## config.mk

```make
export PLATFORM = sky130hd
export DESIGN_NAME = direct_mapped_cache_tags
export DESIGN_NICKNAME = d
export VERILOG_FILES = /design/src/rtl/dmct_pkg.sv /design/src/rtl/dmct_tag_ram.sv /design/src/rtl/dmct_stats.sv /design/src/rtl/direct_mapped_cache_tags.sv
export SDC_FILE = /design/constraint.sdc
export NUM_CORES = 1
export LEC_CHECK = 0
export BUFFER_PORTS_ARGS = -buffer_cell sky130_fd_sc_hd__buf_2
export CELL_PAD_IN_SITES_DETAIL_PLACEMENT = 1
export CELL_PAD_IN_SITES_GLOBAL_PLACEMENT = 1
export CORE_MARGIN = 8
export CORE_UTILIZATION = 40
export CTS_BUF_LIST = sky130_fd_sc_hd__clkbuf_8
export CTS_CLUSTER_SIZE = 14
export DETAILED_ROUTE_END_ITERATION = 12
export PLACE_DENSITY = 0.72
export SLEW_MARGIN = 0
export SYNTH_ARGS = -nofsm -noshare
export SYNTH_HDL_FRONTEND = slang
export SYNTH_HIERARCHICAL = 1
export SYNTH_SLANG_ARGS = --single-unit
export TNS_END_PERCENT = 5
```

## constraint.sdc

```tcl
create_clock -name clk_i -period 4.1 [get_ports clk_i]
set_clock_uncertainty 0.1 [all_clocks]
set_input_delay 0.615 -clock clk_i [delete_from_list [all_inputs] [get_ports clk_i]]
set_output_delay 0.615 -clock clk_i [all_outputs]
set_load 0.03 [all_outputs]
```

## src/rtl/dmct_pkg.sv

```systemverilog
`timescale 1ns / 1ps
package dmct_pkg;

  // Configuration register map
  localparam int unsigned CfgIdxW = 2;
  localparam int unsigned CfgDataW = 6;
  localparam logic [CfgIdxW-1:0] CFG_HIT_LATENCY = 2'd0;
  localparam logic [CfgIdxW-1:0] CFG_WB_PENALTY  = 2'd1;
  localparam logic [CfgIdxW-1:0] CFG_MISS_PENALTY = 2'd2;

  localparam int unsigned HitLatW = 4;
  localparam int unsigned PenaltyW = 6;
  localparam logic [HitLatW-1:0]  HIT_LATENCY_RST = 4'd1;
  localparam logic [PenaltyW-1:0] WB_PENALTY_RST  = 6'd5;
  localparam logic [PenaltyW-1:0] MISS_PENALTY_RST = 6'd11;

  localparam int unsigned AddrW = 32;
  localparam int unsigned CyclesW = 8;
  localparam int unsigned TotalW = 32;

  // One statistics update per finished access
  typedef struct packed {
    logic               valid;
    logic               hit;
    logic [CyclesW-1:0] cycles;
  } stat_upd_t;

endpackage

```

## src/rtl/dmct_tag_ram.sv

```systemverilog
`timescale 1ns / 1ps
module dmct_tag_ram #(
  parameter int unsigned DEPTH = 4,
  parameter int unsigned WIDTH = 30
) (
  input  logic                     clk_i,
  input  logic                     re_i,
  input  logic [$clog2(DEPTH)-1:0] raddr_i,
  output logic [WIDTH-1:0]         rdata_o,
  input  logic                     we_i,
  input  logic [$clog2(DEPTH)-1:0] waddr_i,
  input  logic [WIDTH-1:0]         wdata_i
);

  logic [WIDTH-1:0] mem [DEPTH];

  always_ff @(posedge clk_i) begin
    if (we_i) begin
      mem[waddr_i] <= wdata_i;
    end
  end

  // Registered read: rdata_o is updated in the cycle after re_i
  always_ff @(posedge clk_i) begin
    if (re_i) begin
      rdata_o <= mem[raddr_i];
    end
  end

endmodule

```

## src/rtl/dmct_stats.sv

```systemverilog
`timescale 1ns / 1ps
module dmct_stats (
  input  logic                          clk_i,
  input  logic                          rst_ni,
  input  dmct_pkg::stat_upd_t           upd_i,
  output logic [dmct_pkg::TotalW-1:0]   hits_total_o,
  output logic [dmct_pkg::TotalW-1:0]   misses_total_o,
  output logic [dmct_pkg::TotalW-1:0]   cycles_total_o
);

  logic [dmct_pkg::TotalW-1:0] hits_q, hits_d;
  logic [dmct_pkg::TotalW-1:0] misses_q, misses_d;
  logic [dmct_pkg::TotalW-1:0] cycles_q, cycles_d;
  logic [dmct_pkg::TotalW:0]   cyc_sum;

  // Hold each total at all ones once reached
  always_comb begin
    hits_d   = hits_q;
    misses_d = misses_q;
    cycles_d = cycles_q;
    cyc_sum  = {1'b0, cycles_q} + (dmct_pkg::TotalW + 1)'(upd_i.cycles);
    if (upd_i.valid) begin
      if (upd_i.hit) begin
        if (hits_q != '1) begin
          hits_d = hits_q + 1'b1;
        end
      end else begin
        if (misses_q != '1) begin
          misses_d = misses_q + 1'b1;
        end
      end
      cycles_d = cyc_sum[dmct_pkg::TotalW] ? '1 : cyc_sum[dmct_pkg::TotalW-1:0];
    end
  end

  always_ff @(posedge clk_i or negedge rst_ni) begin
    if (!rst_ni) begin
      hits_q   <= '0;
      misses_q <= '0;
      cycles_q <= '0;
    end else begin
      hits_q   <= hits_d;
      misses_q <= misses_d;
      cycles_q <= cycles_d;
    end
  end

  assign hits_total_o   = hits_q;
  assign misses_total_o = misses_q;
  assign cycles_total_o = cycles_q;

endmodule

```

## src/rtl/direct_mapped_cache_tags.sv

```systemverilog
`timescale 1ns / 1ps
// Direct-mapped write-back cache tag controller with hit/miss/cycle statistics.
// Pulse start with an address while busy is low; the word is taken on that edge.
// Each access first reads the tag memory synchronously, then compares, updates the
// line and registers the result. The result appears on the output ports with
// done_o high for exactly one cycle, registered after the lookup state, and must
// be sampled then; it is held only until the next result. busy is low again in
// that same cycle, so a new access may start while the result is shown; busy
// stays high during the lookup. After reset the block sweeps the tag memory to
// clear valid and dirty bits, one line per cycle, so busy stays high until every
// line is cleared. Configuration writes (hit latency, write-back
// penalty, miss penalty) are taken at any edge with cfg_we_i high and should be
// issued only while no access is in flight; an unknown index is ignored.
// LINES must be a power of two; ADDR_BITS above 32 behaves as 32.
module direct_mapped_cache_tags #(
  parameter int unsigned LINES       = 4,
  parameter int unsigned OFFSET_BITS = 2,
  parameter int unsigned ADDR_BITS   = 32
) (
  input  logic                              clk_i,
  input  logic                              rst_ni,
  input  logic                              start,
  output logic                              busy,
  input  logic [dmct_pkg::AddrW-1:0]        address_i,
  input  logic                              cfg_we_i,
  input  logic [dmct_pkg::CfgIdxW-1:0]      cfg_idx_i,
  input  logic [dmct_pkg::CfgDataW-1:0]     cfg_data_i,
  output logic                              done_o,
  output logic                              hit_o,
  output logic                              writeback_o,
  output logic [dmct_pkg::CyclesW-1:0]      access_cycles_o,
  output logic [dmct_pkg::TotalW-1:0]       hits_total_o,
  output logic [dmct_pkg::TotalW-1:0]       misses_total_o,
  output logic [dmct_pkg::TotalW-1:0]       cycles_total_o
);

  localparam int unsigned IdxW    = $clog2(LINES);
  localparam int unsigned EffBits = (ADDR_BITS < dmct_pkg::AddrW) ? ADDR_BITS
                                                                  : dmct_pkg::AddrW;
  localparam int TagRaw           = int'(EffBits) - int'(OFFSET_BITS) - int'(IdxW);
  localparam int unsigned TagW    = (TagRaw > 0) ? TagRaw : 1;
  localparam int unsigned EntryW  = TagW + 2;
  localparam logic [dmct_pkg::AddrW-1:0] AddrMask =
    {dmct_pkg::AddrW{1'b1}} >> (dmct_pkg::AddrW - EffBits);

  typedef enum logic [1:0] {
    ST_CLEAR,
    ST_IDLE,
    ST_LOOKUP
  } state_e;

  state_e state_q, state_d;

  // Configuration registers
  logic [dmct_pkg::HitLatW-1:0]  hit_lat_q;
  logic [dmct_pkg::PenaltyW-1:0] wb_pen_q;
  logic [dmct_pkg::PenaltyW-1:0] miss_pen_q;

  always_ff @(posedge clk_i or negedge rst_ni) begin
    if (!rst_ni) begin
      hit_lat_q  <= dmct_pkg::HIT_LATENCY_RST;
      wb_pen_q   <= dmct_pkg::WB_PENALTY_RST;
      miss_pen_q <= dmct_pkg::MISS_PENALTY_RST;
    end else if (cfg_we_i) begin
      unique case (cfg_idx_i)
        dmct_pkg::CFG_HIT_LATENCY:  hit_lat_q  <= cfg_data_i[dmct_pkg::HitLatW-1:0];
        dmct_pkg::CFG_WB_PENALTY:   wb_pen_q   <= cfg_data_i;
        dmct_pkg::CFG_MISS_PENALTY: miss_pen_q <= cfg_data_i;
        default: ;
      endcase
    end
  end

  // Address split: offset | index | tag, after cutting to the address width
  logic [dmct_pkg::AddrW-1:0] addr_m;
  logic [dmct_pkg::AddrW-1:0] block;
  logic [dmct_pkg::AddrW-1:0] tag_full;
  logic [IdxW-1:0]            in_idx;
  logic [TagW-1:0]            in_tag;

  assign addr_m   = address_i & AddrMask;
  assign block    = addr_m >> OFFSET_BITS;
  assign tag_full = block >> IdxW;
  assign in_idx   = block[IdxW-1:0];
  assign in_tag   = tag_full[TagW-1:0];

  logic accept;
  assign accept = start && (state_q == ST_IDLE);
  assign busy   = (state_q != ST_IDLE);

  // Hold the index and tag of the access in flight
  logic [IdxW-1:0] idx_q;
  logic [TagW-1:0] tag_q;

  always_ff @(posedge clk_i) begin
    if (accept) begin
      idx_q <= in_idx;
      tag_q <= in_tag;
    end
  end

  // Tag memory: {valid, dirty, tag} per line
  logic              ram_we;
  logic [IdxW-1:0]   ram_waddr;
  logic [EntryW-1:0] ram_wdata;
  logic [EntryW-1:0] ram_rdata;

  dmct_tag_ram #(
    .DEPTH (LINES),
    .WIDTH (EntryW)
  ) u_tag_ram (
    .clk_i   (clk_i),
    .re_i    (accept),
    .raddr_i (in_idx),
    .rdata_o (ram_rdata),
    .we_i    (ram_we),
    .waddr_i (ram_waddr),
    .wdata_i (ram_wdata)
  );

  // Lookup: compare the stored line against the held tag
  logic                         line_valid;
  logic                         line_dirty;
  logic [TagW-1:0]              line_tag;
  logic                         lk_hit;
  logic                         lk_wb;
  logic [dmct_pkg::CyclesW-1:0] lk_cycles;
  logic [dmct_pkg::CyclesW-1:0] miss_cycles;

  assign line_valid  = ram_rdata[EntryW-1];
  assign line_dirty  = ram_rdata[EntryW-2];
  assign line_tag    = ram_rdata[TagW-1:0];
  assign lk_hit      = line_valid && (line_tag == tag_q);
  assign lk_wb       = !lk_hit && line_valid && line_dirty;
  assign miss_cycles = dmct_pkg::CyclesW'(miss_pen_q) +
                       (lk_wb ? dmct_pkg::CyclesW'(wb_pen_q) : '0);
  assign lk_cycles   = lk_hit ? dmct_pkg::CyclesW'(hit_lat_q) : miss_cycles;

  // Clearing sweep after reset
  logic [IdxW-1:0] clr_q, clr_d;
  logic            clr_last;
  assign clr_last = (clr_q == IdxW'(LINES - 1));

  // Memory writes: zero lines during the sweep, fill the line on a miss
  always_comb begin
    ram_we    = 1'b0;
    ram_waddr = idx_q;
    ram_wdata = {1'b1, 1'b1, tag_q};
    unique case (state_q)
      ST_CLEAR: begin
        ram_we    = 1'b1;
        ram_waddr = clr_q;
        ram_wdata = '0;
      end
      ST_LOOKUP: ram_we = !lk_hit;
      default: ;
    endcase
  end

  dmct_pkg::stat_upd_t upd;
  always_comb begin
    upd.valid  = (state_q == ST_LOOKUP);
    upd.hit    = lk_hit;
    upd.cycles = lk_cycles;
  end

  dmct_stats u_stats (
    .clk_i          (clk_i),
    .rst_ni         (rst_ni),
    .upd_i          (upd),
    .hits_total_o   (hits_total_o),
    .misses_total_o (misses_total_o),
    .cycles_total_o (cycles_total_o)
  );

  always_comb begin
    state_d = state_q;
    clr_d   = clr_q;
    unique case (state_q)
      ST_CLEAR: begin
        clr_d = clr_q + 1'b1;
        if (clr_last) begin
          state_d = ST_IDLE;
        end
      end
      ST_IDLE: begin
        if (accept) begin
          state_d = ST_LOOKUP;
        end
      end
      ST_LOOKUP: state_d = ST_IDLE;
      default:   state_d = ST_IDLE;
    endcase
  end

  // State, sweep counter and the registered result word
  always_ff @(posedge clk_i or negedge rst_ni) begin
    if (!rst_ni) begin
      state_q         <= ST_CLEAR;
      clr_q           <= '0;
      done_o          <= 1'b0;
      hit_o           <= 1'b0;
      writeback_o     <= 1'b0;
      access_cycles_o <= '0;
    end else begin
      state_q <= state_d;
      clr_q   <= clr_d;
      done_o  <= (state_q == ST_LOOKUP);
      if (state_q == ST_LOOKUP) begin
        hit_o           <= lk_hit;
        writeback_o     <= lk_wb;
        access_cycles_o <= lk_cycles;
      end
    end
  end

endmodule

```

Word level (Yosys, flattened, before mapping)
Memories as Yosys holds them, arrays and structs flattened. A register that Yosys moved wholly into a read port is not among the register bits.
Cells that the tools add are included.
Widths: inputs -> output; s select.
{"block": "word_totals", "ff_bits": 157, "latch_bits": 0, "mem_bits_rw": 120, "mem_bits_ro": 0, "in_bits": 44, "word_cells": 56, "mem_count": 1}
{"block": "classes", "n_addsub": 5, "multipliers": 0, "n_div": 0, "order_cmp": 0, "n_eq_ne": 11, "shifts": 0, "n_mux": 11, "bitwise_logic": 1, "reduce_logical": 13}
{"name": "u_tag_ram.mem", "words": 4, "word_bits": 30, "read_ports": 1, "rd_clocked_by_memory_dff": 1, "write_ports": 1, "line_no": "dmct_tag_ram.sv:15", "source": "logic [WIDTH-1:0] mem [DEPTH];"}
{"operator": "$add 32x1->32 const B", "count": 2}
{"operator": "$ne 32x32->1 const B", "count": 2}
{"operator": "$add 32x7->33", "count": 1}
{"operator": "$mux 32", "count": 1}
{"operator": "$mux 30", "count": 1}
{"operator": "$eq 28x28->1", "count": 1}
{"operator": "$reduce_and 2->1", "count": 4}
{"operator": "$add 6x6->7", "count": 1}
{"operator": "$mux 7", "count": 1}
{"operator": "$eq 2x2->1 const B", "count": 3}
{"operator": "$mux 2", "count": 3}
{"operator": "$mux 6", "count": 1}
{"operator": "$reduce_and 3->1", "count": 2}
{"operator": "$eq 2x1->1 const B", "count": 2}
{"operator": "$logic_and 1x1->1", "count": 4}
{"operator": "$logic_not 2->1", "count": 2}
{"operator": "$ne 2x2->1 const B", "count": 2}
{"operator": "$pmux 2 s2", "count": 1}
{"operator": "$add 2x1->2 const B", "count": 1}
{"operator": "$mux 1", "count": 2}
{"operator": "$ne 2x1->1 const B", "count": 1}
{"operator": "$pmux 1 s2", "count": 1}
{"operator": "$logic_not 1->1", "count": 1}
{"operator": "$not 1->1", "count": 1}

Longest topological paths before layout
{"block": "depth", "depth_word": 10, "ltp_mapped": 21}

By module
Netlist, hierarchy kept.
{"module": "dmct_tag_ram", "instances": 1, "cells_per_inst": 190, "area_each_um2": 5260.0}
{"module": "dmct_stats", "instances": 1, "cells_per_inst": 485, "area_each_um2": 4954.8}
{"module": "direct_mapped_cache_tags", "instances": 1, "cells_per_inst": 237, "area_each_um2": 2987.9}

Worst setup path after synthesis
OpenSTA, ideal clock, no wires.
{"block": "synth_path", "kind": "register -> register", "from": "register u_tag_ram.rdata_o[12] (read register of u_tag_ram.mem)", "to": "register u_stats.cycles_q, in the netlist u_stats/cycles_total_o[25]", "setup_time_ps": 79, "arrival_ps": 4322, "slack_ps": -401, "path_stages_with_launch": 21, "period_less_slack_ps": 4501, "cell_sequence": "edfxtp_1 > xor2_1 > nor4_1 > and4_1 > buf_4 > a21oi_2 > and2_1 > ha_1 > fa_1 > a21o_1 > a21oi_1 > o21bai_1 > a21oi_1 > nor2_1 > ha_1 > nand3_1 > nor3_1 > o211a_1 > clkbuf_1 > and4_1 > mux2i_1"}
{"block": "synth_between", "elab_chain_len": 10}
{"element": "start: declaration", "line_no": "dmct_tag_ram.sv:9", "source": "output logic [WIDTH-1:0] rdata_o,"}
{"element": "$eq 28x28->1 (*)", "line_no": "direct_mapped_cache_tags.sv:133", "source": "assign lk_hit = line_valid && (line_tag == tag_q);"}
{"element": "$logic_and 1x1->1 (*)", "line_no": "direct_mapped_cache_tags.sv:133"}
{"element": "$logic_not 1->1", "line_no": "direct_mapped_cache_tags.sv:134", "source": "assign lk_wb = !lk_hit && line_valid && line_dirty;"}
{"element": "$logic_and 1x1->1 (2 in series)", "line_no": "direct_mapped_cache_tags.sv:134"}
{"element": "$mux 6", "line_no": "direct_mapped_cache_tags.sv:136", "source": "(lk_wb ? dmct_pkg::CyclesW'(wb_pen_q) : '0);"}
{"element": "$add 6x6->7", "line_no": "direct_mapped_cache_tags.sv:135", "source": "assign miss_cycles = dmct_pkg::CyclesW'(miss_pen_q) +"}
{"element": "$mux 7 (*)", "line_no": "direct_mapped_cache_tags.sv:137", "source": "assign lk_cycles = lk_hit ? dmct_pkg::CyclesW'(hit_lat_q) : miss_cycles;"}
{"element": "named net lk_cycles, one bit", "line_no": "direct_mapped_cache_tags.sv:127", "source": "logic [dmct_pkg::CyclesW-1:0] lk_cycles;"}
{"element": "$add 32x7->33 (*)", "line_no": "dmct_stats.sv:21", "source": "cyc_sum = {1'b0, cycles_q} + (dmct_pkg::TotalW + 1)'(upd_i.cycles);"}
{"element": "$mux 32 (*)", "line_no": "dmct_stats.sv:32", "source": "cycles_d = cyc_sum[dmct_pkg::TotalW] ? '1 : cyc_sum[dmct_pkg::TotalW-1:0];"}
{"element": "end signal: assignment", "line_no": "dmct_stats.sv:44", "source": "cycles_q <= cycles_d;"}
{"element": "end: declaration", "line_no": "dmct_stats.sv:13", "source": "logic [dmct_pkg::TotalW-1:0] cycles_q, cycles_d;"}
The timed path passes the listed nets; every way through them passes the cells marked *.
A chain may end at the register's enable or synchronous reset.

Final worst setup path
{"block": "layout_path", "from": "register tag_q[12]", "to": "register u_stats.cycles_q, in the netlist u_stats/cycles_total_o[30]"}
{"block": "layout_between", "elab_chain_len": 10}
{"element": "start: declaration", "line_no": "direct_mapped_cache_tags.sv:93", "source": "logic [TagW-1:0] tag_q;"}
{"element": "start signal: assignment", "line_no": "direct_mapped_cache_tags.sv:98", "source": "tag_q <= in_tag;"}
{"element": "$eq 28x28->1 (*)", "line_no": "direct_mapped_cache_tags.sv:133"}
{"element": "$logic_and 1x1->1 (*)", "line_no": "direct_mapped_cache_tags.sv:133"}
{"element": "$logic_not 1->1", "line_no": "direct_mapped_cache_tags.sv:134"}
{"element": "$logic_and 1x1->1 (2 in series)", "line_no": "direct_mapped_cache_tags.sv:134"}
{"element": "$mux 6", "line_no": "direct_mapped_cache_tags.sv:136"}
{"element": "$add 6x6->7", "line_no": "direct_mapped_cache_tags.sv:135"}
{"element": "$mux 7 (*)", "line_no": "direct_mapped_cache_tags.sv:137"}
{"element": "named net lk_cycles, one bit", "line_no": "direct_mapped_cache_tags.sv:127"}
{"element": "$add 32x7->33 (*)", "line_no": "dmct_stats.sv:21"}
{"element": "$mux 32 (*)", "line_no": "dmct_stats.sv:32"}
Marks and branches as above.

==> impl_metrics.py <==
metrics = {
    "synth": {
        "syn_inst": 912,
        "syn_avg_cell_area_sq_um": 14.5,
        "synth_top_area_cell": "edfxtp_1",
        "synthFlopType": "edfxtp_1",
        "yosysSeqAreaShare": 0.649,
        "ys_ff_latch": 306,
        "synth.cell_area_sq_mm": 0.0132,
        "yosys.area.top_type_share": 0.409,
        "synth_edf_count": 180,
        "yosys_warnings": 6,
        "async_flop_share": 0.412,
        "synth_cell_types": 64,
        "synth_area_leaders": "edfxtp_1 (41%), dfrtp_1 (23%), mux4_2 (5.1%), xnor2_1 (3.4%), xor2_1 (3.3%)",
    },
    "cells_and_area": {
        "drive_above_1_share": 0.345,
        "layout_common_cells": "edfxtp_1 (180), buf_2 (147), dfrtp_1 (120)",
        "areaGrowthSynthToFinish_pct": 23.5,
        "nets": 1232,
        "final_util": 0.501,
        "multiInputGateArea_sq_mm": 0.00469,
        "final.fill_count": 3372,
        "design_area_sq_mm": 0.0163,
        "register_area_sq_mm": 0.00857,
        "mostFrequentLayoutCell": "edfxtp_1",
    },
    "pwr": {
        "total_power_mw": 9.74,
        "switchingPower_mw": 3.14,
        "power.internal_mw": 6.61,
        "power_frac_clock": 0.267,
        "power_frac_seq": 0.455,
        "combPwrFrac": 0.278,
        "pwr_density_cell_mw_per_mm2": 598,
        "switching_share": 0.322,
        "power_leakage_nw": 6.67,
        "max-vdd-ir-drop_mv": 0.423,
    },
    "detailed_routing": {
        "vias": 8538,
        "drt-wirelength-per-cell_um": 19.6,
        "drt-pass1-iter-count": 4,
        "drcViolationCount": 0,
        "ant_nets": 0,
        "wl_um": 32600,
        "viasPerCell": 5.14,
        "first_iter_violations": 314,
    },
    "die": {
        "start_util": 0.406,
        "rows": 66,
        "coreArea_sq_mm": 0.0325,
        "die-area_sq_mm": 0.0391,
        "die_h_um": 198,
        "ios": 152,
        "die_w_um": 198,
    },
    "placed_design": {
        "gp_congestion": 0.819,
        "numPortBuffers": 148,
        "post-place-ws_ns": -0.562,
        "dpl.hpwl_um": 21600,
        "post_dp_cell_area_sq_mm": 0.0148,
    },
    "timing": {
        "slew_headroom": 0.387,
        "finalSetupViolCount": 32,
        "tightest_slew_ns": 0.920,
        "finalMaxSlewViolations": 0,
        "max_freq_mhz": 220,
        "rsz0062_at_grt": "yes",
        "fin_crit_ns": 4.54,
        "timing.final.crit_share": 1.11,
        "layout_setup_ws_ns": -0.444,
        "hold_violations": 0,
    },
    "setup_path": {
        "startpoint_type": "flip-flop",
        "critPathKind": "reg2reg",
        "reg2reg_setup_slack_ns": -0.44,
        "cp.required_ns": 4.48,
        "cp-end-kind": "flip-flop",
        "cp_cell_sequence": "xor2_2 -> nor4_2 -> buf_4 -> and4_4 -> a21oi_4 -> and2_4 -> ha_4 -> fa_2 -> a21o_1 -> a21oi_4 -> xnor2_2 -> nor2_1 -> ha_1 -> o211ai_1 -> o211ai_1 -> and3_1 -> buf_12 -> buf_12 -> nand4_1 -> mux2_2",
        "crit_fanout": 4,
        "worst_path_largest_cell_delay_ns": 0.45,
        "cp_top_family": "simple AND/OR/NAND/NOR gates",
        "critPathSlowestCell": "edfxtp_1",
        "cp_data_arrival_time_ns": 4.93,
        "cp_num_buf_inv": 3,
    },
    "grt": {
        "grt_usage": 0.164,
        "grt_max_degree": 66,
        "grt_pass1_wl_um": 51100,
        "grt_overflow": 0,
        "grt_pass1_vias": 9280,
        "antenna_found_initial": 5,
    },
    "outcome": {
        "violations": "setup timing",
        "outcome": "complete, but fails checks",
    },
    "clock_tree": {
        "cts.sinks": 306,
        "cts_buffers": 52,
        "cts_max_path_buffers": 3,
        "h-tree-depth": 2,
        "root_buffer": "clkbuf_8",
        "worstSkewPairLatency_ns": 0.60,
        "cts_tree": "yes",
        "clk_pin_slew_ns": 0.06,
    },
    "flow_run": {
        "cap_violations": 0,
    },
    "hold_path": {
        "min_path_type": "in2reg",
    },
}
sequential cells by signal, summed over array words and instances, names as in the netlist:
register / cells
u_tag_ram/mem: 120
u_stats/cycles_total_o: 32
u_stats/hits_total_o: 32
u_stats/misses_total_o: 32
u_tag_ram/rdata_o: 30
tag_q: 28
access_cycles_o: 7
miss_pen_q: 6
wb_pen_q: 6
hit_lat_q: 4
clr_q: 2
idx_q: 2
state_q: 2
done_o: 1
hit_o: 1
writeback_o: 1
timing repair:
| item | in CTS | in global routing |
|---|---|---|
| pin swaps | 40 | 17 |
| setup endpoints to repair | 32 | 32 |
| resized for setup | 40 | 13 |
| hold buffers | 1 | 0 |
| gates cloned | 0 | 0 |
| setup buffers | 16 | 6 |
| endpoints found under the hold margin | 6 | 0 |
power by group through the flow:
stage	Combinational (mW)	Sequential (mW)	Clock (mW)
after CTS	2.64	4.44	2.70
after floorplan	1.32	4.61	0
final	2.71	4.43	2.60
after global placement	2.30	4.44	0
after detailed placement	2.40	4.49	0
after global routing	2.95	4.50	2.82
worst register-to-register path, stage by stage, from the launching register on:
cell and delay (ns):
edfxtp_1 0.45, xor2_2 0.21, nor4_2 0.33, buf_4 0.18, and4_4 0.23, a21oi_4 0.07, and2_4 0.15, ha_4 0.16
fa_2 0.35, a21o_1 0.22, a21oi_4 0.17, xnor2_2 0.14, nor2_1 0.07, ha_1 0.37, o211ai_1 0.15, o211ai_1 0.25
and3_1 0.24, buf_12 0.13, buf_12 0.09, nand4_1 0.10, mux2_2 0.30
through the flow:
step                      hold slack, ns  std cells  setup TNS, ns
after floorplan                    0.219        913         -0.550
after global placement             0.364       1534         -12.28
after detailed placement           0.370       1534         -13.51
after CTS                         0.0291       1649          -7.63
after global routing              0.0357       1660         -17.29
final                             0.0880       1662          -9.94
cells by family (layout without fill, tap and decap cells):
group                      count (synthesis)  count (layout)  share of synthesized area
and+or+nand+nor                          301             301                      0.128
DFF                                      306             306                      0.649
xor gates and xnor gates                 100             100                     0.0663
adders and majority gates                 19              19                     0.0191
AOI/OAI and AO/OA                         81              81                     0.0424
buffers and inverters                     41             341                     0.0155
muxes                                     63              63                     0.0793
other                                      1               9                   0.000284
Yosys cell counts (4+ instances only):
| master | number |
|---|---|
| xor2_1 | 49 |
| nand3_1 | 28 |
| nand2b_1 | 6 |
| xnor2_1 | 51 |
| nor3_1 | 20 |
| dfrtp_1 | 120 |
| nand2_1 | 58 |
| nand4b_1 | 4 |
| or3_1 | 5 |
| dfstp_2 | 6 |
| o31ai_2 | 4 |
| inv_1 | 15 |
| and2_1 | 38 |
| and4_1 | 7 |
| mux2_2 | 29 |
| nand4_1 | 38 |
| a41oi_1 | 4 |
| edfxtp_1 | 180 |
| nor2_1 | 45 |
| a31oi_1 | 16 |
| o31ai_1 | 5 |
| mux4_2 | 30 |
| o21ai_0 | 7 |
| buf_2 | 5 |
| nor4_1 | 10 |
| o211ai_1 | 9 |
| clkbuf_1 | 13 |
| ha_1 | 17 |
| a21oi_1 | 22 |
| and3_1 | 12 |
layer usage:
layer  share of wire  track usage
met5               0            0
met4           0.026       0.0617
met3           0.043       0.0327
met2            0.50        0.280
met1            0.43        0.203
cell type report:
cell class,instances,share of cell area
sequential,306,0.525
multi-input combinational,566,0.287
clock buffer,56,0.0473
clock inverter,42,0.0140
tap,442,0.0339
antenna,7,0.00107
timing repair buffer,227,0.0872
inverter,16,0.00368
path summary, 6_finish.rpt:
check / startpoint / to / depth (start not counted)
setup / recovery: tag_q[12]$_DFFE_PP_ / u_stats/cycles_total_o[30]$_DFFE_PN0P_ / 20
hold / removal: address_i[27] / tag_q[23]$_DFFE_PP_ / 1
setup reg to reg: tag_q[12]$_DFFE_PP_ / u_stats/cycles_total_o[30]$_DFFE_PN0P_ / 20
hold reg to reg: hit_o$_DFFE_PN0P_ / hit_o$_DFFE_PN0P_ / 2
max in group asynchronous: rst_ni / miss_pen_q[0]$_DFFE_PN1P_ / 3
min in group asynchronous: rst_ni / u_stats/cycles_total_o[17]$_DFFE_PN0P_ / 2
Power figures use the tool's default switching activity.
